--- config.mk ---
export PLATFORM = sky130hd
export DESIGN_NAME = slpr_front
export DESIGN_NICKNAME = d
export VERILOG_FILES = /design/src/sv/slpr_pkg.sv /design/src/sv/slpr_front.sv
export SDC_FILE = /design/constraint.sdc
export NUM_CORES = 1
export LEC_CHECK = 0
export BUFFER_PORTS_ARGS = -buffer_cell sky130_fd_sc_hd__buf_2
export CORE_MARGIN = 2
export CORE_UTILIZATION = 39
export DETAILED_ROUTE_END_ITERATION = 10
export SKIP_CTS_REPAIR_TIMING = 1
export SLEW_MARGIN = 20
export SYNTH_ARGS = -nofsm -noshare
export SYNTH_HDL_FRONTEND = slang
export SYNTH_SLANG_ARGS = --single-unit
--- constraint.sdc ---
create_clock -name i_clk -period 11.7 [get_ports i_clk]
set_clock_uncertainty 0.05 [all_clocks]
set_input_delay 0.585 -clock i_clk [delete_from_list [all_inputs] [get_ports i_clk]]
set_output_delay 0.585 -clock i_clk [all_outputs]
set_load 0.005 [all_outputs]
--- src/sv/slpr_pkg.sv ---
package slpr_pkg;

    localparam int STAT_W     = 3;
    localparam int NOW_W      = 32;
    localparam int PER_W      = 16;
    localparam int LVL_W      = 8;
    localparam int CFG_IDX_W  = 3;
    localparam int CFG_DATA_W = 32;
    localparam int Q_DEPTH    = 4;
    localparam int NUM2_W     = PER_W + LVL_W;
    localparam int SLOT_W     = 3;

    localparam logic [LVL_W-1:0] LEVEL_FULL = 8'd255;

    typedef enum logic [STAT_W-1:0] {
        ST_IDLE  = 3'd0,
        ST_BUSY  = 3'd1,
        ST_WAIT  = 3'd2,
        ST_ERROR = 3'd3
    } t_status;

    typedef enum logic [CFG_IDX_W-1:0] {
        CFG_BUSY_PERIOD  = 3'd0,
        CFG_WAIT_ESC     = 3'd1,
        CFG_WAIT_BLINK   = 3'd2,
        CFG_ERROR_PERIOD = 3'd3,
        CFG_FLICK_STEP   = 3'd4,
        CFG_IDLE_LEVEL   = 3'd5
    } t_cfg_idx;

    typedef enum logic [2:0] {
        K_FLICK,
        K_IDLE,
        K_BUSY,
        K_STEADY,
        K_BLINK,
        K_ERROR
    } t_kind;

    typedef struct packed {
        t_kind             kind;
        logic [LVL_W-1:0]  lvl;
        logic [NOW_W-1:0]  now;
        logic [PER_W-1:0]  per;
    } t_job;

    typedef struct packed {
        t_kind             kind;
        logic [LVL_W-1:0]  lvl;
        logic [PER_W-1:0]  per;
    } t_tag1;

    typedef struct packed {
        t_kind              kind;
        logic [LVL_W-1:0]   lvl;
        logic [SLOT_W-1:0]  slot;
        logic               sq;
    } t_tag2;

    function automatic logic [LVL_W-1:0] amber_yellow(input logic [SLOT_W-1:0] s);
        logic [LVL_W-1:0] v;
        case (s)
            3'd0: v = 8'd255;
            3'd1: v = 8'd40;
            3'd2: v = 8'd180;
            3'd3: v = 8'd20;
            3'd4: v = 8'd90;
            3'd5: v = 8'd255;
            3'd6: v = 8'd10;
            default: v = 8'd140;
        endcase
        return v;
    endfunction

    function automatic logic [LVL_W-1:0] amber_red(input logic [SLOT_W-1:0] s);
        logic [LVL_W-1:0] v;
        case (s)
            3'd0: v = 8'd60;
            3'd1: v = 8'd200;
            3'd2: v = 8'd30;
            3'd3: v = 8'd255;
            3'd4: v = 8'd15;
            3'd5: v = 8'd120;
            3'd6: v = 8'd220;
            default: v = 8'd45;
        endcase
        return v;
    endfunction

endpackage

--- src/sv/slpr_front.sv ---
module slpr_front (
    input  logic                           i_clk,
    input  logic                           i_rst_n,
    input  logic                           i_push,
    output logic                           full,
    input  logic [slpr_pkg::STAT_W-1:0]    i_status,
    input  logic                           i_linked,
    input  logic [slpr_pkg::NOW_W-1:0]     i_now_time,
    input  logic [slpr_pkg::NOW_W-1:0]     i_status_start,
    input  logic                           i_cfg_valid,
    input  logic [slpr_pkg::CFG_IDX_W-1:0] i_cfg_index,
    input  logic [slpr_pkg::CFG_DATA_W-1:0] i_cfg_data,
    output logic                           o_job_v,
    output slpr_pkg::t_job                 o_job,
    input  logic                           i_job_ready
);
    import slpr_pkg::*;

    logic [PER_W-1:0] r_busy_per;
    logic [NOW_W-1:0] r_wait_esc;
    logic [PER_W-1:0] r_wait_blink;
    logic [PER_W-1:0] r_err_per;
    logic [PER_W-1:0] r_flick_step;
    logic [LVL_W-1:0] r_idle_lvl;

    logic             r_v;
    t_job             r_job;
    t_job             n_job;
    logic [NOW_W-1:0] w_elapsed;
    logic             w_adv;

    function automatic logic [PER_W-1:0] min_two(input logic [PER_W-1:0] p);
        return (p < PER_W'(2)) ? PER_W'(2) : p;
    endfunction

    always_ff @(posedge i_clk) begin
        if (!i_rst_n) begin
            r_busy_per   <= PER_W'(2000);
            r_wait_esc   <= NOW_W'(30000);
            r_wait_blink <= PER_W'(1000);
            r_err_per    <= PER_W'(250);
            r_flick_step <= PER_W'(70);
            r_idle_lvl   <= LVL_W'(40);
        end else if (i_cfg_valid) begin
            case (i_cfg_index)
                CFG_BUSY_PERIOD:  r_busy_per   <= i_cfg_data[PER_W-1:0];
                CFG_WAIT_ESC:     r_wait_esc   <= i_cfg_data[NOW_W-1:0];
                CFG_WAIT_BLINK:   r_wait_blink <= i_cfg_data[PER_W-1:0];
                CFG_ERROR_PERIOD: r_err_per    <= i_cfg_data[PER_W-1:0];
                CFG_FLICK_STEP:   r_flick_step <= i_cfg_data[PER_W-1:0];
                CFG_IDLE_LEVEL:   r_idle_lvl   <= i_cfg_data[LVL_W-1:0];
                default: ;
            endcase
        end
    end

    assign w_elapsed = i_now_time - i_status_start;

    always_comb begin
        n_job.now = i_now_time;
        n_job.lvl = r_idle_lvl;
        if (!i_linked || i_status > ST_ERROR) begin
            n_job.kind = K_FLICK;
        end else begin
            case (i_status)
                ST_IDLE: n_job.kind = K_IDLE;
                ST_BUSY: n_job.kind = K_BUSY;
                ST_WAIT: n_job.kind = (w_elapsed >= r_wait_esc) ? K_BLINK : K_STEADY;
                default: n_job.kind = K_ERROR;
            endcase
        end
        case (n_job.kind)
            K_FLICK: n_job.per = (r_flick_step == '0) ? PER_W'(1) : r_flick_step;
            K_BUSY:  n_job.per = min_two(r_busy_per);
            K_BLINK: n_job.per = min_two(r_wait_blink);
            K_ERROR: n_job.per = min_two(r_err_per);
            default: n_job.per = PER_W'(2);
        endcase
    end

    assign w_adv = !r_v || i_job_ready;
    assign full  = !w_adv;

    always_ff @(posedge i_clk) begin
        if (!i_rst_n) begin
            r_v <= 1'b0;
        end else if (w_adv) begin
            r_v <= i_push;
        end
        if (w_adv) begin
            r_job <= n_job;
        end
    end

    assign o_job_v = r_v;
    assign o_job   = r_job;

endmodule

# After elaboration in Yosys (flattened, before gate mapping)
# Index checks and enable logic that the tools add are counted.
[classes] addsub=1 order_cmp=5 eq_ne=10 n_mux=8 reduce_logical=15
[ops] operator="2-to-1 mux 16 bit" n=4
[ops] operator="case mux 16 bit (4 select lines)" n=1
[ops] operator="< comparator 16 x 2 -> 1 bit, second input constant" n=3
[ops] operator="greater-or-equal comparator 32 bit" n=1
[ops] operator="subtractor 32 bit" n=1
[ops] operator="logical NOT 16 bit" n=1
[ops] operator="== test 3 x 2 -> 1 bit, second input constant" n=4
[ops] operator="== test 3 bit, second input constant" n=4
[ops] operator="AND reduction 2 bit" n=6
[ops] operator="logical NOT 3 bit" n=3
[ops] operator="case mux 3 bit (3 select lines)" n=1
[ops] operator="== test 3 x 1 -> 1 bit, second input constant" n=2
[ops] operator="2-to-1 mux 3 bit" n=2
[ops] operator="> comparator 3 x 2 -> 1 bit, second input constant" n=1
[ops] operator="logical NOT 1 bit" n=3
[ops] operator="logical OR 1 bit" n=2
[totals] regBits=164 inputBits=108 out_inout_bits=61 elab_cells=50

# Longest topological paths before layout
[depth] ltp_word=7 ltp_mapped=23 mapped_depth_nobuf=22

# Least setup slack after synthesis
# No wires, ideal clock.
[synth_path] kind="input port to flip-flop" startpoint="in i_now_time[0] (netlist name)" endpoint="reg r_job (netlist bit o_job[11]), data pin" setup_ns=0.170 arrival_ns=4.297 required_time_ns=11.480 path_slack_ns=7.183 stages=23 path_buffers=1 path_cell_list="inv_1 > ha_1 > inv_1 > fa_1 > a211oi_1 > nor2_1 > o21a_2 > a21oi_4 > a21oi_2 > a41o_4 > a31oi_4 > nor4_1 > a311o_1 > ha_1 > a21oi_1 > nor2b_1 > o21ai_0 > and3_1 > nand3_1 > nand4_1 > buf_2 > nor2_1 > o31ai_1"
[synth_lines] item="start: declaration" line_no="slpr_front.sv:8" source="input logic [slpr_pkg::NOW_W-1:0] i_now_time,"
[synth_lines] item="end signal: assignment" line_no="slpr_front.sv:91" source="r_job <= n_job;"
[synth_lines] item="end: declaration" line_no="slpr_front.sv:27" source="t_job r_job;"

==> flow_results.xml <==
<?xml version="1.0" encoding="UTF-8"?>
<metrics>
  <group name="routing">
    <metric name="dr_total_vias" unit="">7183</metric>
    <metric name="routed_wire_length_per_instance" unit="µm">16.1</metric>
    <metric name="antenna_violating_nets_post_route" unit="">0</metric>
    <metric name="via_per_inst" unit="">5.07</metric>
    <metric name="post-route-drc-count" unit="">0</metric>
    <metric name="initialDrtViolationCount" unit="">467</metric>
    <metric name="drt-pass1-iter-count" unit="">6</metric>
    <metric name="totalWireLength" unit="µm">22900</metric>
  </group>
  <group name="placed_design">
    <metric name="post_dp_cell_area" unit="µm²">9720</metric>
    <metric name="place_hpwl" unit="µm">16600</metric>
    <metric name="gp_congestion" unit="">0.849</metric>
    <metric name="post-place-cells" unit="">1386</metric>
    <metric name="place.port_buffers" unit="">168</metric>
  </group>
  <group name="floorplan">
    <metric name="die_y" unit="µm">153</metric>
    <metric name="core_area" unit="µm²">21800</metric>
    <metric name="fp.dieArea" unit="µm²">23400</metric>
    <metric name="die_width" unit="µm">153</metric>
    <metric name="floorplan.initialDensity" unit="%">39.7</metric>
    <metric name="num_rows" unit="">54</metric>
    <metric name="boundaryPins" unit="">169</metric>
  </group>
  <group name="critical_path">
    <metric name="cp_data_required_time" unit="ns">11.85</metric>
    <metric name="category_of_the_critical_setup_timing_path" unit="">in -&gt; reg</metric>
    <metric name="slowest_delay" unit="ns">0.56</metric>
    <metric name="worst_setup_path_start_kind" unit="">input pin</metric>
    <metric name="critical-path-top-delay-family" unit="">compound AO/OA/AOI/OAI gates</metric>
    <metric name="worst-path-max-fanout" unit="">15</metric>
    <metric name="worst_path_max_delay_cell" unit="">nand4_1</metric>
    <metric name="worstSetupEndpointType" unit="">flip-flop</metric>
    <metric name="cp_data_arrival_time" unit="ns">5.13</metric>
    <metric name="worstPathBufferInverterCount" unit="">3</metric>
    <metric name="critical_path_cell_list" unit="">buf_2 &gt; inv_1 &gt; ha_1 &gt; inv_1 &gt; fa_1 &gt; a211oi_1 &gt; nor2_1 &gt; o21a_2 &gt; a21oi_4 &gt; a21oi_2 &gt; a41o_4 &gt; a31oi_4 &gt; nor4_1 &gt; a311o_1 &gt; ha_1 &gt; a21oi_1 &gt; nor2b_1 &gt; o21ai_0 &gt; and3_1 &gt; nand3_1 &gt; nand4_1 &gt; nor2_1 &gt; o31ai_1</metric>
  </group>
  <group name="timing">
    <metric name="fmax" unit="GHz">0.201</metric>
    <metric name="min_period" unit="ns">4.98</metric>
    <metric name="worst_pin_slew" unit="ns">1.02</metric>
    <metric name="final-hold-violation-count" unit="">0</metric>
    <metric name="slew_violations" unit="">0</metric>
    <metric name="maxSlewHeadroom" unit="%">31.6</metric>
    <metric name="grt_setup_unrepaired" unit="">no</metric>
    <metric name="min_period_over_period" unit="%">42.6</metric>
    <metric name="setup_tns" unit="ns">0</metric>
    <metric name="setup_viol" unit="">0</metric>
  </group>
  <group name="synth">
    <metric name="post_synth.cell_area_avg" unit="µm²">8.89</metric>
    <metric name="synthFlopType" unit="">dfxtp_1</metric>
    <metric name="ys.warnings.count" unit="">0</metric>
    <metric name="synth-edff-count" unit="">59</metric>
    <metric name="synth.lib_cells_used.distinct" unit="">54</metric>
    <metric name="synth-seq-cells" unit="">164</metric>
    <metric name="mappedNetlistArea" unit="µm²">8650</metric>
    <metric name="synthesis.instances" unit="">973</metric>
    <metric name="post_synthesis_async_set_or_reset_flop_share" unit="%">0</metric>
    <metric name="synth_seq_area_share" unit="%">44.8</metric>
    <metric name="synth_nets" unit="">1145</metric>
  </group>
  <group name="run_status">
    <metric name="status" unit="">finished clean</metric>
  </group>
  <group name="layout">
    <metric name="finish.cell_count_without_fillers" unit="">1418</metric>
    <metric name="syn_to_final_growth" unit="%">18.8</metric>
    <metric name="antenna_cells_inserted" unit="">0</metric>
    <metric name="drive_above_1_share" unit="%">19.1</metric>
    <metric name="fin_area" unit="µm²">10300</metric>
    <metric name="post-route-util" unit="%">47.1</metric>
    <metric name="final_nets" unit="">1297</metric>
  </group>
  <group name="global_routing">
    <metric name="antenna_found_initial" unit="">0</metric>
    <metric name="globalRouteOverflowTotal" unit="">0</metric>
    <metric name="grt_start_max_net_pins" unit="">80</metric>
    <metric name="first_global_vias" unit="">7035</metric>
    <metric name="overall_track_demand_over_capacity_in_global_routing" unit="%">19.6</metric>
    <metric name="grt_pass1_wl" unit="µm">36600</metric>
  </group>
  <group name="clock_tree">
    <metric name="cts_tree" unit="">done</metric>
    <metric name="cts.clk_slew.worst_paths" unit="ns">0.07</metric>
    <metric name="clock_path_buffers" unit="">2</metric>
    <metric name="worstSkewPairLatency" unit="ns">0.43</metric>
    <metric name="clockRootBuffer" unit="">clkbuf_16</metric>
    <metric name="cts_buffers" unit="">17</metric>
    <metric name="cts.sink_count" unit="">164</metric>
    <metric name="cts_max_level" unit="">4</metric>
  </group>
  <group name="power">
    <metric name="irDropWorstVdd" unit="mV">0.0991</metric>
    <metric name="pwr_density_cell" unit="nW/µm²">137</metric>
    <metric name="power.static_leakage" unit="µW">0.00442</metric>
  </group>
  <group name="flow_run">
    <metric name="drv.max_cap_violation_count" unit="">0</metric>
  </group>
  <group name="min_path">
    <metric name="worst_hold_path_class" unit="">in -&gt; reg</metric>
  </group>
</metrics>
==> cell usage after synthesis (all sizes together) (3+ instances only) <==
master / instances / area [µm²]
nand2: 219 / 822
dfxtp: 105 / 2100
inv: 75 / 282
a21boi: 74 / 556
ha: 63 / 788
nor2: 62 / 233
edfxtp: 59 / 1770
clkbuf: 35 / 131
nand3: 33 / 165
a21oi: 32 / 175
a21o: 24 / 180
o21ai: 19 / 95.1
o31ai: 18 / 135
xnor2: 18 / 158
a22oi: 14 / 105
nor4: 14 / 87.6
o211ai: 10 / 75.1
o21a: 10 / 76.3
nand4: 9 / 56.3
nand2b: 8 / 50.1
xor2: 8 / 70.1
nor2b: 7 / 43.8
nor3: 7 / 35.0
a211oi: 6 / 45.0
a31oi: 6 / 58.8
and2: 6 / 37.5
and3: 4 / 25.0
a2111oi: 3 / 45.1
buf: 3 / 21.3
==> cell usage in the layout, fill, tap and decap left out, types with 18 or more instances in the layout <==
master     Yosys  routed
inv_1         75      75
nand2_1      219     219
xnor2_1       18      18
dfxtp_1      105     105
nand3_1       33      33
a21boi_0      74      74
o31ai_1       18      18
nor2_1        62      61
buf_2          2     168
a21oi_1       30      29
clkbuf_16      0      18
a21o_1        24      24
ha_1          63      63
o21ai_0       19      19
edfxtp_1      59      59
==> per-layer routing <==
layer	track usage (%)	up-vias	routed length, µm
met3	3.91	25	1090
met4	4.81	0	316
met1	26.2	3276	10800
met2	32.5	204	10600
li1	-	3678	-
met5	0	-	0
==> report_power, final <==
group          internal [µW]  switching, µW  total (µW)
sequential               617           10.8         627
clock                    295            235         531
combinational            106            139         245
total                   1020            385        1400
==> path summary, 6_finish.rpt <==
kind / from / end / slack, ns / depth (start not counted)
hold / removal: i_now_time[28] / o_job[44] / 0.30 / 1
setup / recovery: i_now_time[0] / o_job[11] / 6.72 / 23
hold reg to reg: r_idle_lvl[0] / o_job[48] / 0.38 / 0
setup reg to reg: r_wait_esc[13] / o_job[11] / 8.58 / 11
==> sequential cells by signal (all words and copies together) (netlist names) <==
signal        cells
r_err_per        16
o_job            59
r_wait_blink     16
r_busy_per       16
r_idle_lvl        8
r_flick_step     16
r_wait_esc       32
o_job_v           1
==> metrics by stage <==
| step | hold WS (ns) | setup WS [ns] | power [µW] |
|---|---|---|---|
| 2_1_floorplan | 0.358 | 7.18 | 799 |
| 3_3_place_gp | 0.364 | 6.41 | 882 |
| 3_5_place_dp | 0.368 | 6.31 | 884 |
| 4_1_cts | 0.280 | 6.74 | 1420 |
| 5_1_grt | 0.276 | 6.36 | 1480 |
| 6_report | 0.297 | 6.72 | 1400 |
==> logic make-up (layout without fill, tap and decap cells) <==
group | Yosys count | in the layout | share of synthesized area (%)
simple gates | 375 | 375 | 18.5
compound gates | 229 | 229 | 19.5
mux | 2 | 2 | 0.246
xor+xnor | 26 | 26 | 2.63
fa+ha+maj | 64 | 64 | 9.34
buf+inv | 113 | 278 | 5.02
flops | 164 | 164 | 44.8
==> layout make-up <==
type,instances,area (µm²)
fill,2140,11500
clock inverter,11,73.8
inverter,75,282
tap,280,350
timing repair buffer,171,863
sequential,164,3870
clock buffer,21,482
multi-input combinational,696,4360
(Power assumes the default switching activity.)
