===== src/sv/slpr_pkg.sv =====
package slpr_pkg;

    localparam int STAT_W     = 3;
    localparam int NOW_W      = 32;
    localparam int PER_W      = 16;
    localparam int LVL_W      = 8;
    localparam int CFG_IDX_W  = 3;
    localparam int CFG_DATA_W = 32;
    localparam int Q_DEPTH    = 4;
    localparam int NUM2_W     = PER_W + LVL_W;
    localparam int SLOT_W     = 3;

    localparam logic [LVL_W-1:0] LEVEL_FULL = 8'd255;

    typedef enum logic [STAT_W-1:0] {
        ST_IDLE  = 3'd0,
        ST_BUSY  = 3'd1,
        ST_WAIT  = 3'd2,
        ST_ERROR = 3'd3
    } t_status;

    typedef enum logic [CFG_IDX_W-1:0] {
        CFG_BUSY_PERIOD  = 3'd0,
        CFG_WAIT_ESC     = 3'd1,
        CFG_WAIT_BLINK   = 3'd2,
        CFG_ERROR_PERIOD = 3'd3,
        CFG_FLICK_STEP   = 3'd4,
        CFG_IDLE_LEVEL   = 3'd5
    } t_cfg_idx;

    typedef enum logic [2:0] {
        K_FLICK,
        K_IDLE,
        K_BUSY,
        K_STEADY,
        K_BLINK,
        K_ERROR
    } t_kind;

    typedef struct packed {
        t_kind             kind;
        logic [LVL_W-1:0]  lvl;
        logic [NOW_W-1:0]  now;
        logic [PER_W-1:0]  per;
    } t_job;

    typedef struct packed {
        t_kind             kind;
        logic [LVL_W-1:0]  lvl;
        logic [PER_W-1:0]  per;
    } t_tag1;

    typedef struct packed {
        t_kind              kind;
        logic [LVL_W-1:0]   lvl;
        logic [SLOT_W-1:0]  slot;
        logic               sq;
    } t_tag2;

    function automatic logic [LVL_W-1:0] amber_yellow(input logic [SLOT_W-1:0] s);
        logic [LVL_W-1:0] v;
        case (s)
            3'd0: v = 8'd255;
            3'd1: v = 8'd40;
            3'd2: v = 8'd180;
            3'd3: v = 8'd20;
            3'd4: v = 8'd90;
            3'd5: v = 8'd255;
            3'd6: v = 8'd10;
            default: v = 8'd140;
        endcase
        return v;
    endfunction

    function automatic logic [LVL_W-1:0] amber_red(input logic [SLOT_W-1:0] s);
        logic [LVL_W-1:0] v;
        case (s)
            3'd0: v = 8'd60;
            3'd1: v = 8'd200;
            3'd2: v = 8'd30;
            3'd3: v = 8'd255;
            3'd4: v = 8'd15;
            3'd5: v = 8'd120;
            3'd6: v = 8'd220;
            default: v = 8'd45;
        endcase
        return v;
    endfunction

endpackage


===== src/sv/slpr_queue.sv =====
module slpr_queue #(
    parameter int DEPTH = slpr_pkg::Q_DEPTH
) (
    input  logic           i_clk,
    input  logic           i_rst_n,
    input  logic           i_wr,
    output logic           o_wr_ready,
    input  slpr_pkg::t_job i_data,
    input  logic           i_rd,
    output logic           o_rd_v,
    output slpr_pkg::t_job o_data
);
    import slpr_pkg::*;

    localparam int AW = (DEPTH > 1) ? $clog2(DEPTH) : 1;
    localparam int CW = $clog2(DEPTH + 1);

    t_job          r_mem [DEPTH];
    logic [AW-1:0] r_wp;
    logic [AW-1:0] r_rp;
    logic [CW-1:0] r_cnt;
    logic          w_wr;
    logic          w_rd;

    assign o_wr_ready = (r_cnt != CW'(DEPTH));
    assign o_rd_v     = (r_cnt != '0);
    assign w_wr       = i_wr && o_wr_ready;
    assign w_rd       = i_rd && o_rd_v;
    assign o_data     = r_mem[r_rp];

    always_ff @(posedge i_clk) begin
        if (!i_rst_n) begin
            r_wp  <= '0;
            r_rp  <= '0;
            r_cnt <= '0;
        end else begin
            if (w_wr) begin
                r_wp <= (r_wp == AW'(DEPTH - 1)) ? '0 : r_wp + AW'(1);
            end
            if (w_rd) begin
                r_rp <= (r_rp == AW'(DEPTH - 1)) ? '0 : r_rp + AW'(1);
            end
            if (w_wr && !w_rd) begin
                r_cnt <= r_cnt + CW'(1);
            end else if (w_rd && !w_wr) begin
                r_cnt <= r_cnt - CW'(1);
            end
        end
        if (w_wr) begin
            r_mem[r_wp] <= i_data;
        end
    end

endmodule


===== config.mk =====
export PLATFORM = sky130hd
export DESIGN_NAME = slpr_queue
export DESIGN_NICKNAME = d
export VERILOG_FILES = /design/src/sv/slpr_pkg.sv /design/src/sv/slpr_queue.sv
export SDC_FILE = /design/constraint.sdc
export NUM_CORES = 1
export LEC_CHECK = 0
export ABC_AREA = 1
export BUFFER_PORTS_ARGS = -buffer_cell sky130_fd_sc_hd__buf_2
export CORE_MARGIN = 3
export CORE_UTILIZATION = 40
export DETAILED_ROUTE_END_ITERATION = 8
export HOLD_SLACK_MARGIN = 0.02
export PLACE_DENSITY = 0.59
export SKIP_LAST_GASP = 1
export SLEW_MARGIN = 20
export SYNTH_ARGS = -nofsm -noshare
export SYNTH_HDL_FRONTEND = slang
export SYNTH_SLANG_ARGS = --single-unit

===== constraint.sdc =====
create_clock -name i_clk -period 4.7 [get_ports i_clk]
set_input_delay 0.94 -clock i_clk [delete_from_list [all_inputs] [get_ports i_clk]]
set_output_delay 0.94 -clock i_clk [all_outputs]
set_load 0.02 [all_outputs]

### Word level (Yosys, flattened, before mapping)

Memories as Yosys holds them, arrays and structs flattened. A register that Yosys moved wholly into a read port is not among the register bits.
Index checks and enable logic that the tools add are counted.

* output and inout port bits: 61
* logic and storage cells: 27
* register bits after elaboration: 7
* memories: 1
* input bits: 63
* RAM bits: 236

* add/subtract/negate cells: 4
* equal/unequal tests: 3
* multiplexer cells: 8
* reduce and logical (&&, ||, !) cells: 8

Memory list
* r_mem: depth 4, bits a word 59, read ports 1, clocked after Yosys merged registers in 1, write ports 1, line slpr_queue.sv:18 `t_job r_mem [DEPTH];`

Operator list (count)
* $mux 2: 4
* $mux 3: 2
* $add 2x1->2 const B: 2
* $eq 2x2->1 const B: 2
* $logic_and 1x1->1: 4
* $add 3x1->3 const B: 1
* $ne 3x3->1 const B: 1
* $reduce_bool 3->1: 1
* $sub 3x1->3 const B: 1
* $logic_not 1->1: 2
* $mux 1: 2
* $reduce_bool 2->1: 1

### Longest topological paths before layout

Gate-level depths: netlist of the first run.

* depth after elaboration: 6
* gate-level depth with buffers: 13
* depth with buffers taken out: 13

### Worst setup path before layout of the first run

OpenSTA, ideal clock, no wires.

* path type: input to register
* from: input i_wr
* to: memory r_mem[0][0] (netlist bit), enable pin
* library setup time: 0.476 ns
* path buffers: 0
* setup slack: 0.689 ns
* stages on the path: 2
* arrival time: 3.534 ns
* path through: nand2_1 -> nor2_1

* longest elaborated chain between the ends: 3

Ends and longest elaborated chain
* start: declaration: line slpr_queue.sv:6 `input logic i_wr,`
* $logic_and 1x1->1: line slpr_queue.sv:27 `assign w_wr = i_wr && o_wr_ready;`
* $mux 1: line slpr_queue.sv:49 `if (w_wr) begin`
* $mux 1 (implied by the code): line slpr_queue.sv:50 `r_mem[r_wp] <= i_data;`
* end: declaration: line slpr_queue.sv:18

Every way passes these cells.

==> impl_metrics.ini, run 1 <==
[final_layout]
drive_above_1_share_pct = 22.4
regArea_um2 = 7270
nFillCells = 1885
final_area_um2 = 10800
multi_input_area_um2 = 1690
fin_nets = 829
post-route-util_pct = 48.8
area_growth_pct = 17.7

[logic_synthesis]
postSynthCellCount = 640
avgSynthCellArea_um2 = 14.4
synth.cell_area_um2 = 9210
yosys.area.top_type_share_pct = 76.9
synth_edf_count = 236
ys_async_sr_fraction_pct = 0
yosys_warnings = 0
ys_seq_area_share_pct = 78.9
synth_commonest_cells = 236 x edfxtp_1, 133 x nor2_1, 114 x o21ai_0
synth_top_area_cell = edfxtp_1
synthTopCellsByArea = edfxtp_1 77%, o21ai_0 6.2%, nor2_1 5.4%
synth_fp_nets = 710
synth-seq-cells = 245
yosysMostFrequentCell = edfxtp_1
post_synth_num_cell_types = 21
ys.flop_type = edfxtp_1

[grt]
grt_usage_pct = 15.3
grt_max_degree = 119
grt_pass1_wl_mm = 29.6
antenna_found_initial = 4
globalRouteOverflowTotal = 0
grt_pass1_vias = 5486

[timing]
fin_ws_ns = 1.18
hold_viol = 0
fin_crit_ns = 3.52
finalCritPeriodShare_pct = 74.8
skew_ns = 0.0193
hold_slack_ns = 0.527
drv_slew = 0
slew_headroom_pct = 32.4
rsz0062_at_grt = false
finalSetupViolCount = 0
fmax_ghz = 0.284
setup_tns_ns = 0
tightestPinTransition_ns = 1.01

[die]
die_w_um = 158
die_h_um = 158
start_util_pct = 41.4
core-area_um2 = 22200
fp.dieArea_um2 = 24900
fp-row-count = 54
num_io_pins = 124

[hold_path]
min_from = r_cnt[0]
hold_path_depth = 2
min_to = r_cnt[0]
min_path_type = reg -> reg

[routing]
drt-vias-per-instance = 5.21
wl_mm = 19.5
drc = 0
ant_nets = 0
wire_per_inst_um = 18.4
first_pass_iters = 4
vias = 5508
dr.first_iter.drc_count = 367

[cts]
postCtsHoldBufs = 0
cts_max_path_buffers = 3
clk-insertion-delay-late_ns = 0.52
cts_resized = 0
cts_setup_buffers = 0
cts_root_buf = clkbuf_16
clk_pin_slew_worst_paths_ns = 0.06
cts_buffers = 25
htree_levels = 1
clock_sinks = 245
cts_tree = done

[worst_setup_path]
crit_path_end_kind = primary output
startpoint_type = flop
reg2regPathDepth = 5
worstSetupPathType = reg -> out
ff2ff_setup_slack_ns = 2.25
required_ns = 3.76
crit_fanout = 76
r2r_end = r_mem[3][7]
worstReg2RegStart = r_cnt[1]
arrival_ns = 2.58

[run]
drv_cap = 0

[place]
gp_congestion = 0.698
io_buffers = 123
placed_area_um2 = 10100
dp_hpwl_mm = 10.4
post-place-ws_ns = 1.70

[power]
p_leak_nw = 3.81
powerDensity_nw_per_um2 = 592
ir_worst_vdd_v = 0.000325

[run_status]
status = complete, no violations
[layer usage]
metal  global-route usage (%)  part of all wire, %  vias up  wire (um)
met2                     25.4                   49      155       9490
met3                     3.85                  6.5       36       1260
li1                         -                    -     2621          -
met1                     20.3                   43     2690       8380
met5                        0                 0.20        -         39
met4                     3.68                  1.7        6        332
[critical path: stages (launching register included)]
cell     delay, ns
dfxtp_4       0.87
buf_4         0.52
o21ai_0       0.16
o22ai_1       0.26
buf_2         0.22
[layout by cell type, fill, tap and decap left out, drive strengths merged]
| cell | n |
|---|---|
| buf | 129 |
| nand3 | 2 |
| dfxtp | 9 |
| bufinv | 2 |
| clkbuf | 29 |
| nand3b | 1 |
| nand4 | 1 |
| o22ai | 59 |
| nand2 | 15 |
| inv | 17 |
| diode | 1 |
| a21oi | 3 |
| ha | 6 |
| clkinv | 12 |
| fa | 1 |
| o21ai | 120 |
| clkinvlp | 2 |
| edfxtp | 236 |
| nor2 | 133 |
[how the worst max path moves through the flow]
stage | startpoint | cells past startpoint | end | slack (ns)
finish | flop | 4 | o_data[37] | 1.18
global route | flop | 4 | o_data[24] | 0.98
CTS | flop | 4 | o_data[22] | 1.16
detailed placement | flop | 4 | o_data[22] | 1.70
global placement | flop | 4 | o_data[37] | 1.74
floorplan | i_wr | 2 | r_mem[0][0] | 0.69
[final cells by class]
| class | count | area share, % |
|---|---|---|
| Clock inverter | 16 | 1.22 |
| Tap cell | 280 | 3.23 |
| Multi-Input combinational cell | 341 | 15.6 |
| Timing Repair Buffer | 129 | 6.21 |
| Inverter | 17 | 0.646 |
| Antenna cell | 1 | 0.0231 |
| Clock buffer | 29 | 6.00 |
| Sequential cell | 245 | 67.1 |
[power by group]
group	total (W)	leakage, nW	internal (W)	switching, W
logic	0.00176	1.19	0.000507	0.00126
clock network	0.00186	0.383	0.00110	0.000766
registers	0.00279	2.24	0.00267	0.000121
total	0.00641	3.81	0.00427	0.00214
[sequential cells by signal (all words and copies together) (netlist names), named ones only]
name,flops
r_wp,2
r_mem,236
r_rp,2
r_cnt,3
[through the flow]
stage / std cells / power [W]
6_report: 1058 / 0.00641
5_1_grt: 1058 / 0.00677
4_1_cts: 1057 / 0.00650
3_5_place_dp: 1012 / 0.00463
3_3_place_gp: 1012 / 0.00458
2_1_floorplan: 640 / 0.00401
[kinds of logic (layout without fill, tap and decap cells)]
group | count (synthesis) | in the layout | synth area share, %
AO/OA/AOI/OAI | 182 | 182 | 10.7
adder cells (fa/ha/maj) | 7 | 7 | 1.03
buffers and inverters | 54 | 191 | 3.11
flip-flops | 245 | 245 | 78.9
other | 0 | 1 | 0
AND/OR/NAND/NOR | 152 | 152 | 6.29
(Power assumes the default switching activity.)
==> inputs of run 2 (changes only) <==
--- a/config.mk
+++ b/config.mk
@@ -11,7 +11,7 @@
 export CORE_UTILIZATION = 40
 export DETAILED_ROUTE_END_ITERATION = 8
 export HOLD_SLACK_MARGIN = 0.02
-export PLACE_DENSITY = 0.59
+export PLACE_DENSITY = 0.61
 export SKIP_LAST_GASP = 1
 export SLEW_MARGIN = 20
 export SYNTH_ARGS = -nofsm -noshare
==> constraint.sdc (replaced) <==
create_clock -name i_clk -period 3.2 [get_ports i_clk]
set_input_delay 0.64 -clock i_clk [delete_from_list [all_inputs] [get_ports i_clk]]
set_output_delay 0.64 -clock i_clk [all_outputs]
set_load 0.02 [all_outputs]
==> impl_metrics.ini, run 2 (synthesis results as in run 1) <==
[grt]
grtUsageMet3_pct = 3.80
top_usage_layer = met2
met2_usage_pct = 26.0
use_met1_pct = 21.7
grt_max_degree = 119
antenna_found_initial = 2
globalRouteOverflowTotal = 0
grt_usage_pct = 15.9
grt_pass1_vias = 5457
grt_pass1_wl_mm = 30.6

[final_layout]
largestRegisters = r_mem x236, r_cnt x3
drive_above_1_share_pct = 22.1
area_growth_pct = 18.8
nFillCells = 1919
largest_reg_flops = 236
regMostFlops = r_mem
post-route-util_pct = 49.2
final_common_cell = edfxtp_1
fin_cells = 1064
final_area_um2 = 10900
final_cell_mix = 236 x edfxtp_1, 129 x nor2_1, 123 x buf_2
fin_nets = 833

[cts]
cts_tree = done
clk-insertion-delay-late_ns = 0.51
postCtsHoldBufs = 0
clock_sinks = 245
cts_resized = 0
cts_setup_buffers = 0
htree_levels = 1
cts_max_path_buffers = 3
cts_buffers = 26
cts_root_buf = clkbuf_16
clk_pin_slew_worst_paths_ns = 0.06

[die]
start_util_pct = 41.4
die_w_um = 158
fp.dieArea_um2 = 24900
num_io_pins = 124
fp-row-count = 54
die_h_um = 158
core-area_um2 = 22200

[timing]
setup_tns_ns = 0
fin_crit_ns = 2.95
drv_slew = 0
fin_ws_ns = 0.255
tightestPinTransition_ns = 0.849
skew_ns = 0.0103
fmax_ghz = 0.340
slew_headroom_pct = 43.4
hold_viol = 0
rsz0062_at_grt = false
finalSetupViolCount = 0
finalCritPeriodShare_pct = 92.0

[worst_setup_path]
worstPathCellList = inv_6 -> o21ai_0 -> o22ai_1 -> buf_2
reg2regPathDepth = 5
arrival_ns = 2.31
slowest_delay_ns = 0.66
slowest_stage = inv_6
required_ns = 2.56
cpLargestDelayFamily = buffers and inverters
crit_fanout = 118
worst-path-buf-inv = 2
crit_path_end_kind = primary output
worstSetupPathType = reg -> out
ff2ff_setup_slack_ns = 1.00
startpoint_type = flop
worstReg2RegStart = r_cnt[0]
r2r_end = r_mem[3][55]

[place]
dp_hpwl_mm = 11.1
io_buffers = 123
post-place-ws_ns = 0.746
gp_congestion = 0.720
dp_cells = 1015
placed_area_um2 = 10200

[routing]
drc = 0
first_pass_iters = 4
wire_per_inst_um = 18.9
wl_mm = 20.1
ant_nets = 0
dr.first_iter.drc_count = 402
vias = 5516
drt-vias-per-instance = 5.18

[hold_path]
min_path_type = in -> reg
min_from = i_data[46]
min_to = r_mem[2][46]
hold_path_depth = 1

[power]
powerDensity_nw_per_um2 = 866
ir_worst_vdd_v = 0.000386
p_leak_nw = 3.85

[run_status]
status = complete, no violations

[run]
drv_cap = 0
[run 2: cell types whose count changed in the layout (fill, tap and decap cells not counted), moves of 3 or more]
cell	delta
buf_12	+6
buf_4	-3
clkbuf_1	+9
clkinv_2	-4
[run 2: how the worst max path moves through the flow]
stage / endpoint / slack [ns] / depth (start not counted) / from
after floorplan: r_mem[0][0] / -0.59 / 4 / r_cnt[1]
after global placement: o_data[8] / 0.81 / 4 / flop
after detailed placement: o_data[8] / 0.75 / 4 / flop
after CTS: o_data[8] / 0.19 / 4 / flop
after global routing: o_data[8] / 0.01 / 4 / flop
final: o_data[8] / 0.25 / 4 / flop
[run 2: stage by stage]
step	power [W]	hold WS, ns
6_report	0.00947	0.344
2_1_floorplan	0.00590	0.480
3_5_place_dp	0.00684	0.506
4_1_cts	0.00961	0.315
5_1_grt	0.00999	0.321
3_3_place_gp	0.00681	0.499
[run 2: routing by layer]
| metal | vias up | wire (um) |
|---|---|---|
| li1 | 2636 | - |
| met1 | 2714 | 8840 |
| met2 | 131 | 9630 |
| met3 | 31 | 1230 |
| met4 | 4 | 351 |
| met5 | - | 22 |
[run 2: cell type report]
class / instances / area, um2 / area share [%]
Clock inverter: 6 / 26.3 / 0.240
Tap cell: 280 / 350 / 3.20
Timing Repair Buffer: 132 / 771 / 7.04
Antenna cell: 1 / 2.50 / 0.0229
Inverter: 17 / 68.8 / 0.629
Clock buffer: 42 / 762 / 6.96
Multi-Input combinational cell: 341 / 1690 / 15.4
Sequential cell: 245 / 7270 / 66.5
[run 2: power breakdown]
group	internal [W]	switching, W	total [W]
Combinational	0.000791	0.00190	0.00269
Clock	0.00162	0.00112	0.00274
Sequential	0.00391	0.000131	0.00404
Total	0.00632	0.00315	0.00947
