===== src/sv/slpr_pkg.sv =====
package slpr_pkg;

    localparam int STAT_W     = 3;
    localparam int NOW_W      = 32;
    localparam int PER_W      = 16;
    localparam int LVL_W      = 8;
    localparam int CFG_IDX_W  = 3;
    localparam int CFG_DATA_W = 32;
    localparam int Q_DEPTH    = 4;
    localparam int NUM2_W     = PER_W + LVL_W;
    localparam int SLOT_W     = 3;

    localparam logic [LVL_W-1:0] LEVEL_FULL = 8'd255;

    typedef enum logic [STAT_W-1:0] {
        ST_IDLE  = 3'd0,
        ST_BUSY  = 3'd1,
        ST_WAIT  = 3'd2,
        ST_ERROR = 3'd3
    } t_status;

    typedef enum logic [CFG_IDX_W-1:0] {
        CFG_BUSY_PERIOD  = 3'd0,
        CFG_WAIT_ESC     = 3'd1,
        CFG_WAIT_BLINK   = 3'd2,
        CFG_ERROR_PERIOD = 3'd3,
        CFG_FLICK_STEP   = 3'd4,
        CFG_IDLE_LEVEL   = 3'd5
    } t_cfg_idx;

    typedef enum logic [2:0] {
        K_FLICK,
        K_IDLE,
        K_BUSY,
        K_STEADY,
        K_BLINK,
        K_ERROR
    } t_kind;

    typedef struct packed {
        t_kind             kind;
        logic [LVL_W-1:0]  lvl;
        logic [NOW_W-1:0]  now;
        logic [PER_W-1:0]  per;
    } t_job;

    typedef struct packed {
        t_kind             kind;
        logic [LVL_W-1:0]  lvl;
        logic [PER_W-1:0]  per;
    } t_tag1;

    typedef struct packed {
        t_kind              kind;
        logic [LVL_W-1:0]   lvl;
        logic [SLOT_W-1:0]  slot;
        logic               sq;
    } t_tag2;

    function automatic logic [LVL_W-1:0] amber_yellow(input logic [SLOT_W-1:0] s);
        logic [LVL_W-1:0] v;
        case (s)
            3'd0: v = 8'd255;
            3'd1: v = 8'd40;
            3'd2: v = 8'd180;
            3'd3: v = 8'd20;
            3'd4: v = 8'd90;
            3'd5: v = 8'd255;
            3'd6: v = 8'd10;
            default: v = 8'd140;
        endcase
        return v;
    endfunction

    function automatic logic [LVL_W-1:0] amber_red(input logic [SLOT_W-1:0] s);
        logic [LVL_W-1:0] v;
        case (s)
            3'd0: v = 8'd60;
            3'd1: v = 8'd200;
            3'd2: v = 8'd30;
            3'd3: v = 8'd255;
            3'd4: v = 8'd15;
            3'd5: v = 8'd120;
            3'd6: v = 8'd220;
            default: v = 8'd45;
        endcase
        return v;
    endfunction

endpackage


===== src/sv/slpr_div.sv =====
module slpr_div #(
    parameter int NW = 32,
    parameter int DW = 16,
    parameter int TW = 1
) (
    input  logic          i_clk,
    input  logic          i_rst_n,
    input  logic          i_en,
    input  logic          i_v,
    input  logic [NW-1:0] i_num,
    input  logic [DW-1:0] i_den,
    input  logic [TW-1:0] i_tag,
    output logic          o_v,
    output logic [NW-1:0] o_quo,
    output logic [DW-1:0] o_rem,
    output logic [TW-1:0] o_tag
);

    logic          w_v   [NW+1];
    logic [DW-1:0] w_rem [NW+1];
    logic [NW-1:0] w_nq  [NW+1];
    logic [DW-1:0] w_den [NW+1];
    logic [TW-1:0] w_tag [NW+1];

    assign w_v[0]   = i_v;
    assign w_rem[0] = '0;
    assign w_nq[0]  = i_num;
    assign w_den[0] = i_den;
    assign w_tag[0] = i_tag;

    for (genvar k = 0; k < NW; k++) begin : g_stage
        logic          r_v;
        logic [DW-1:0] r_rem;
        logic [NW-1:0] r_nq;
        logic [DW-1:0] r_den;
        logic [TW-1:0] r_tag;
        logic [DW:0]   w_sh;
        logic [DW+1:0] w_trial;
        logic [NW-1:0] w_shq;

        assign w_sh    = {w_rem[k], w_nq[k][NW-1]};
        assign w_trial = {1'b0, w_sh} - {2'b00, w_den[k]};
        assign w_shq   = w_nq[k] << 1;

        always_ff @(posedge i_clk) begin
            if (!i_rst_n) begin
                r_v <= 1'b0;
            end else if (i_en) begin
                r_v <= w_v[k];
            end
            if (i_en) begin
                r_den <= w_den[k];
                r_tag <= w_tag[k];
                if (!w_trial[DW+1]) begin
                    r_rem <= w_trial[DW-1:0];
                    r_nq  <= w_shq | NW'(1);
                end else begin
                    r_rem <= w_sh[DW-1:0];
                    r_nq  <= w_shq;
                end
            end
        end

        assign w_v[k+1]   = r_v;
        assign w_rem[k+1] = r_rem;
        assign w_nq[k+1]  = r_nq;
        assign w_den[k+1] = r_den;
        assign w_tag[k+1] = r_tag;
    end

    assign o_v   = w_v[NW];
    assign o_quo = w_nq[NW];
    assign o_rem = w_rem[NW];
    assign o_tag = w_tag[NW];

endmodule


===== src/sv/slpr_back.sv =====
module slpr_back (
    input  logic                       i_clk,
    input  logic                       i_rst_n,
    input  logic                       i_job_v,
    input  slpr_pkg::t_job             i_job,
    output logic                       o_job_take,
    output logic                       empty,
    input  logic                       pop,
    output logic [slpr_pkg::LVL_W-1:0] o_green_level,
    output logic [slpr_pkg::LVL_W-1:0] o_yellow_level,
    output logic [slpr_pkg::LVL_W-1:0] o_red_level
);
    import slpr_pkg::*;

    logic              w_en;
    t_tag1             w_tag1_in;
    logic              w_d1_v;
    logic [NOW_W-1:0]  w_d1_quo;
    logic [PER_W-1:0]  w_d1_rem;
    logic [$bits(t_tag1)-1:0] w_d1_tag;
    t_tag1             w_t1;

    logic [PER_W-1:0]  w_half;
    logic              w_lt;
    logic [PER_W-1:0]  w_x;
    logic [NUM2_W-1:0] w_num2;
    t_tag2             n_m_tag;

    logic              r_m_v;
    logic [NUM2_W-1:0] r_m_num;
    logic [PER_W-1:0]  r_m_half;
    t_tag2             r_m_tag;

    logic              w_d2_v;
    logic [NUM2_W-1:0] w_d2_quo;
    logic [PER_W-1:0]  w_d2_rem;
    logic [$bits(t_tag2)-1:0] w_d2_tag;
    t_tag2             w_t2;

    logic              r_out_v;
    logic [LVL_W-1:0]  r_g;
    logic [LVL_W-1:0]  r_y;
    logic [LVL_W-1:0]  r_r;
    logic [LVL_W-1:0]  n_g;
    logic [LVL_W-1:0]  n_y;
    logic [LVL_W-1:0]  n_r;

    assign w_en       = !r_out_v || pop;
    assign o_job_take = w_en;

    assign w_tag1_in.kind = i_job.kind;
    assign w_tag1_in.lvl  = i_job.lvl;
    assign w_tag1_in.per  = i_job.per;

    slpr_div #(.NW(NOW_W), .DW(PER_W), .TW($bits(t_tag1))) u_div_time (
        .i_clk   (i_clk),
        .i_rst_n (i_rst_n),
        .i_en    (w_en),
        .i_v     (i_job_v),
        .i_num   (i_job.now),
        .i_den   (i_job.per),
        .i_tag   (w_tag1_in),
        .o_v     (w_d1_v),
        .o_quo   (w_d1_quo),
        .o_rem   (w_d1_rem),
        .o_tag   (w_d1_tag)
    );

    assign w_t1   = t_tag1'(w_d1_tag);
    assign w_half = w_t1.per >> 1;
    assign w_lt   = (w_d1_rem < w_half);
    assign w_x    = w_lt ? w_d1_rem : (w_t1.per - w_d1_rem);
    assign w_num2 = {w_x, {LVL_W{1'b0}}} - {{LVL_W{1'b0}}, w_x};

    always_comb begin
        n_m_tag.kind = w_t1.kind;
        n_m_tag.lvl  = w_t1.lvl;
        n_m_tag.slot = w_d1_quo[SLOT_W-1:0];
        n_m_tag.sq   = w_lt;
    end

    always_ff @(posedge i_clk) begin
        if (!i_rst_n) begin
            r_m_v <= 1'b0;
        end else if (w_en) begin
            r_m_v <= w_d1_v;
        end
        if (w_en) begin
            r_m_num  <= w_num2;
            r_m_half <= w_half;
            r_m_tag  <= n_m_tag;
        end
    end

    slpr_div #(.NW(NUM2_W), .DW(PER_W), .TW($bits(t_tag2))) u_div_ramp (
        .i_clk   (i_clk),
        .i_rst_n (i_rst_n),
        .i_en    (w_en),
        .i_v     (r_m_v),
        .i_num   (r_m_num),
        .i_den   (r_m_half),
        .i_tag   (r_m_tag),
        .o_v     (w_d2_v),
        .o_quo   (w_d2_quo),
        .o_rem   (w_d2_rem),
        .o_tag   (w_d2_tag)
    );

    assign w_t2 = t_tag2'(w_d2_tag);

    always_comb begin
        n_g = '0;
        n_y = '0;
        n_r = '0;
        case (w_t2.kind)
            K_FLICK: begin
                n_y = amber_yellow(w_t2.slot);
                n_r = amber_red(w_t2.slot);
            end
            K_IDLE:   n_g = w_t2.lvl;
            K_BUSY:   n_y = (w_d2_quo > NUM2_W'(LEVEL_FULL)) ? LEVEL_FULL
                                                             : w_d2_quo[LVL_W-1:0];
            K_STEADY: n_r = LEVEL_FULL;
            K_BLINK:  n_r = w_t2.sq ? LEVEL_FULL : '0;
            default: begin
                if (w_t2.sq) begin
                    n_r = LEVEL_FULL;
                end else begin
                    n_y = LEVEL_FULL;
                end
            end
        endcase
    end

    always_ff @(posedge i_clk) begin
        if (!i_rst_n) begin
            r_out_v <= 1'b0;
        end else if (w_en) begin
            r_out_v <= w_d2_v;
        end
        if (w_en) begin
            r_g <= n_g;
            r_y <= n_y;
            r_r <= (w_d2_rem == w_d2_rem) ? n_r : '0;
        end
    end

    assign empty          = !r_out_v;
    assign o_green_level  = r_g;
    assign o_yellow_level = r_y;
    assign o_red_level    = r_r;

endmodule


===== config.mk =====
export PLATFORM = sky130hd
export DESIGN_NAME = slpr_back
export DESIGN_NICKNAME = d
export VERILOG_FILES = /design/src/sv/slpr_pkg.sv /design/src/sv/slpr_div.sv /design/src/sv/slpr_back.sv
export SDC_FILE = /design/constraint.sdc
export NUM_CORES = 2
export LEC_CHECK = 0
export BUFFER_PORTS_ARGS = -buffer_cell sky130_fd_sc_hd__buf_2
export CORE_MARGIN = 1.5
export CORE_UTILIZATION = 60
export CTS_BUF_LIST = sky130_fd_sc_hd__clkbuf_4 sky130_fd_sc_hd__clkbuf_8
export DETAILED_ROUTE_END_ITERATION = 10
export PLACE_DENSITY = 0.76
export SETUP_SLACK_MARGIN = 0.2
export SLEW_MARGIN = 20
export SYNTH_ARGS = -nofsm -noshare
export SYNTH_HDL_FRONTEND = slang
export SYNTH_SLANG_ARGS = --single-unit

===== constraint.sdc =====
create_clock -name i_clk -period 149.5 [get_ports i_clk]
set_clock_uncertainty 0.05 [all_clocks]
set_input_delay 14.95 -clock i_clk [delete_from_list [all_inputs] [get_ports i_clk]]
set_output_delay 14.95 -clock i_clk [all_outputs]
set_load 0.02 [all_outputs]

* After elaboration in Yosys (flattened, before gate mapping)
Index checks and enable logic that the tools add are counted.
Cells by class: add/subtract/negate cells 58, order comparisons 2, equal/unequal tests 10, muxes and demuxes 119, reductions and logical operators 7
Operators with widths (count):
- $mux 16 | 54
- $sub 17x16->18 | 31
- $sub 17x15->18 | 23
- $mux 1 | 58
- $pmux 8 s7 | 1
- $pmux 8 s3 | 2
- $pmux 8 s6 | 1
- $gt 24x8->1 const B | 1
- $mux 8 | 3
- $sub 24x16->24 | 1
- $sub 1x16->17 | 1
- $lt 16x15->1 | 1
- $sub 1x15->16 | 1
- $sub 16x16->16 | 1
- $eq 3x2->1 const B | 4
- $eq 3x3->1 const B | 4
- $eq 3x1->1 const B | 2
- $logic_not 3->1 | 2
- $reduce_or 2->1 | 2
- $reduce_or 3->1 | 1
- $logic_not 1->1 | 1
- $logic_or 1x1->1 | 1
Word-level totals: register bits 4652, word-level logic and storage cells 486, output and inout bits 26, bits of input ports 63

* Longest topological paths before layout
word-level depth 4, gate-level depth with buffers 22, mapped depth without buffers 19

* Hierarchy
A second synthesis with hierarchy kept.
Second synthesis, totals: cell total of the unflattened synthesis 12694, area total of the unflattened synthesis 198885.7 sq um
Modules (own cells, without submodules):
- slpr_div (u_div_time) | instances 1, sequential area each 87604.0 sq um, cells each 7176, area each 118651.3 sq um
- slpr_div (u_div_ramp) | instances 1, sequential area each 51169.1 sq um, cells each 4932, area each 74402.6 sq um
- slpr_back | instances 1, sequential area each 2382.3 sq um, cells each 586, area each 5831.8 sq um

* Worst setup path before layout
Ideal clock, no wire load.
kind input -> output, start in pop, end out o_job_take, slack 22.081 ns, cell stages on the path 3, required time 134.500 ns, arrival time 112.419 ns, path buffers 1, path through nor2_1 inv_1 clkbuf_1
On the way: longest elaborated chain between the ends 1
Ends and longest elaborated chain:
- start: declaration | RTL line slpr_back.sv:8 | input logic pop,
- $logic_or 1x1->1 | RTL line slpr_back.sv:48 | assign w_en = !r_out_v || pop;
- end: declaration | RTL line slpr_back.sv:6 | output logic o_job_take,
Every way passes these cells.

* Worst setup path in the final report
Ends and elaborated chain as after synthesis.

==> run_results.csv <==
group,metric,value,unit
logic_synthesis,syn_avg_cell_area,14.0,µm²
logic_synthesis,synthTopCellsByCount,"edfxtp_1, inv_1, ha_1, nand2_1, nor2_1",
logic_synthesis,synthFlopType,"edfxtp_1",
worst_setup_path,slowest_stage,"nor2_4",
place,place_congestion,0.853,
clock_network,clkTransAtPathRegs,0.06,ns
worst_setup_path,timing.rr.end,"u_div_ramp.g_stage[13].r_rem[12]$_DFFE_PP_",
logic_synthesis,synthCells,11500,
worst_setup_path,crit_chain,"buf_2 > nor2_4 > inv_8 > buf_2",
grt,gr-usage-all-layers,19.1,%
timing,relSlewSlack,30.2,%
worst_setup_path,cpMostUsedCell,"buf_2",
place,pre_cts_ws,118.49,ns
run,drv_cap,0,
clock_network,post_cts_buffers,0,
timing,fin_crit,30.96,ns
pwr,switchingPower,1.16,mW
drt,viasPerCell,5.55,
worst_setup_path,worst_ep_required_time,134.50,ns
worst_setup_path,path_class,"input pin to output port",
worst_setup_path,cp_max_fo,44,
logic_synthesis,yosysTopAreaCell,"edfxtp_1",
clock_network,cts_buffers,583,
clock_network,worstSkewPairLatency,1.15,ns
timing,finalHoldViolCount,0,
timing,fin_crit_sh,20.7,%
floorplan,die-area,271000,µm²
timing,tightest_slew,1.05,ns
pwr,switching_share,31.7,%
logic_synthesis,synth_seq_cells,3663,
pwr,finalPower,3.65,mW
timing,whs,0.330,ns
pwr,ir_drop,0.0000137,V
logic_synthesis,synth_cell_type_count,87,
logic_synthesis,synth_top_area_share,67.3,%
clock_network,holdBufCountCts,0,
logic_synthesis,synth_area_leaders,"edfxtp_1, ha_1, inv_1",
floorplan,core-area,266000,µm²
timing,drv_slew,0,
drt,drtAntennaViolNets,0,
worst_setup_path,cp-startpoint,"pop",
layout,utilization,66.6,%
floorplan,die_x,521,µm
logic_synthesis,synth-seq-area-share,68.1,%
drt,drcViolationCount,0,
worst_setup_path,worst_ep_arrival_time,15.96,ns
place,place.port_buffers,88,
clock_network,cts.sinks,3663,
drt,wire_per_inst,16.4,µm
clock_network,cts_tree,"yes",
floorplan,row_count,189,
logic_synthesis,synth-edff-count,3605,
clock_network,cts_max_level,6,
logic_synthesis,ys_async_sr_fraction,0,%
floorplan,fp.dieH,521,µm
drt,drt_pass1_iterations,8,
grt,grt_max_degree,206,
worst_setup_path,r2r-start,"r_out_v$_SDFFE_PN0P_",
pwr,power_density,20.6,nW/µm²
floorplan,start_util,60.5,%
worst_setup_path,max_stage_delay,0.32,ns
drt,finalWirelength,262000,µm
layout,fill_cells,18000,
grt,grt_antenna_before_repair,1,
logic_synthesis,yosys_warnings,0,
timing,fmax,0.0323,GHz
worst_setup_path,rrSetupSlack,143.78,ns
worst_setup_path,setup.worst_path.end,"o_job_take",
place,dp_hpwl,173000,µm
drt,initialDrtViolationCount,5968,
layout,areaGrowthSynthToFinish,10.2,%
pwr,p_int,2.49,mW
layout,nets,13000,
pwr,pwr-share-seq,43.6,%
outcome,status,"completed",
timing,setup_violations,0,
clock_network,ctsResizeCount,0,
clock_network,cts_root_buf,"clkbuf_8",
pwr,p_leak,70.9,nW
layout,drive_above_1_share,12.2,%
pwr,power_frac_comb,33.3,%
timing,rsz0062_at_grt,"false",
grt,grt_pass1_vias,90300,
drt,num_vias,88800,
clock_network,clock_path_buffers,4,
logic_synthesis,synth_area,161000,µm²
pwr,p_clk_share,23.1,%
logic_synthesis,synth_most_common_cell,"edfxtp_1",
hold_path,min_path_type,"flip-flop to flip-flop",
worst_setup_path,critPathLaunchType,"input pin",
timing,tns,0,ns
worst_setup_path,r2r_cells,8,
worst_setup_path,worst_setup_path_end_kind,"output port",
floorplan,ios,89,
grt,grt_pass1_wl,435000,µm
grt,overflow,0,
timing,fin_ws,118.54,ns
[per-layer routing]
layer	routed length, µm	track usage [%]	vias up
met1	112000	24.5	42900
met2	132000	33.1	1926
li1	-	-	43300
met4	7520	7.00	0
met3	10400	2.98	621
met5	0	0	-
[power groups by stage]
stage	clock, mW	combinational (mW)	sequential (mW)
floorplan	0	0.968	1.56
global placement	0	1.13	1.60
detailed placement	0	1.20	1.61
CTS	0.871	1.21	1.60
global route	0.914	1.36	1.62
finish	0.844	1.22	1.59
[state kept, by name, summed over array words and instances, names as in the netlist, 3 cells and up]
signal                    cells
u_div_time.g_stage.r_tag    837
u_div_ramp.g_stage.r_nq     552
u_div_time.g_stage.r_nq     499
u_div_time.g_stage.r_rem    496
u_div_ramp.g_stage.r_rem    368
u_div_ramp.g_stage.r_den    345
u_div_ramp.g_stage.r_tag    345
u_div_time.g_stage.r_v       31
u_div_time.o_tag             27
r_m_num                      24
u_div_ramp.o_quo             24
u_div_ramp.g_stage.r_v       23
u_div_time.o_rem             16
r_m_half                     15
r_m_tag                      15
u_div_ramp.o_tag             15
o_green_level                 8
o_red_level                   8
o_yellow_level                8
u_div_time.o_quo              3
[placed cells by master (no fill, tap or decap), types with 29 or more instances in the layout]
cell / instances
a31oi_1: 32
buf_4: 55
and3_1: 65
nand2b_1: 95
nor2_1: 643
buf_2: 88
nand2_1: 806
a21oi_1: 266
mux2_2: 384
a21o_1: 63
edfxtp_1: 3605
a2111oi_0: 34
fa_1: 54
nand4_1: 60
nor4_1: 48
a2111o_1: 29
o21a_1: 80
a21boi_0: 233
ha_1: 880
o211a_1: 29
clkinv_1: 117
o21ai_0: 639
mux2i_1: 80
dfxtp_1: 58
o41ai_1: 29
or3_1: 75
o211ai_1: 95
inv_1: 1380
clkbuf_8: 602
xor2_1: 122
nor2b_1: 140
o2111ai_1: 81
xnor2_1: 333
clkbuf_4: 174
nor3_1: 209
clkinv_2: 50
o31ai_1: 126
nand3_1: 206
a211oi_1: 54
[critical path, delay by kind of cell]
family	cells	cell delay, ns
buffers and inverters	3	0.59
and+or+nand+nor	1	0.32
[how the worst min path moves through the flow]
stage	startpoint	to	slack, ns	depth (start not counted)
6_report	u_div_time.g_stage[5].r_tag[18]$_DFFE_PP_	u_div_time.g_stage[6].r_tag[18]$_DFFE_PP_	0.33	0
5_1_grt	u_div_time.g_stage[4].r_nq[14]$_DFFE_PP_	u_div_time.g_stage[5].r_nq[15]$_DFFE_PP_	0.34	0
4_1_cts	u_div_time.g_stage[5].r_tag[18]$_DFFE_PP_	u_div_time.g_stage[6].r_tag[18]$_DFFE_PP_	0.33	0
3_5_place_dp	r_m_num[12]$_DFFE_PP_	u_div_ramp.g_stage[0].r_nq[13]$_DFFE_PP_	0.35	0
3_3_place_gp	u_div_time.g_stage[23].r_tag[21]$_DFFE_PP_	u_div_time.g_stage[24].r_tag[21]$_DFFE_PP_	0.35	0
2_1_floorplan	u_div_time.o_tag[22]$_DFFE_PP_	r_m_tag[10]$_DFFE_PP_	0.35	0
[cell type report]
cell class	count	area, µm²	area share, %
sequential	3663	109000	61.8
multi-input combinational	6243	45500	25.7
clock buffer	776	9590	5.41
inverter	1384	5200	2.94
tap	3533	4420	2.50
clock inverter	242	1970	1.11
timing repair buffer	153	1010	0.570
antenna	2	5.00	0.00283
[logic make-up after synthesis]
logic type / after synthesis / synth area share (%)
DFF: 3663 / 68.1
and+or+nand+nor: 2460 / 7.06
AOI/OAI and AO/OA: 1910 / 7.92
buffers and inverters: 1570 / 3.71
adders and majority gates: 935 / 7.53
muxes: 469 / 3.24
xor gates and xnor gates: 455 / 2.48
other: 1 / 0.00233
[per-stage QoR]
stage / cell area (µm²) / instances
after floorplan: 161000 / 11500
after global placement: 166000 / 15000
after detailed placement: 166000 / 15000
after CTS: 177000 / 16000
after global routing: 177000 / 16000
final: 177000 / 16000
Note: power is estimated with default switching activity, not from simulation.
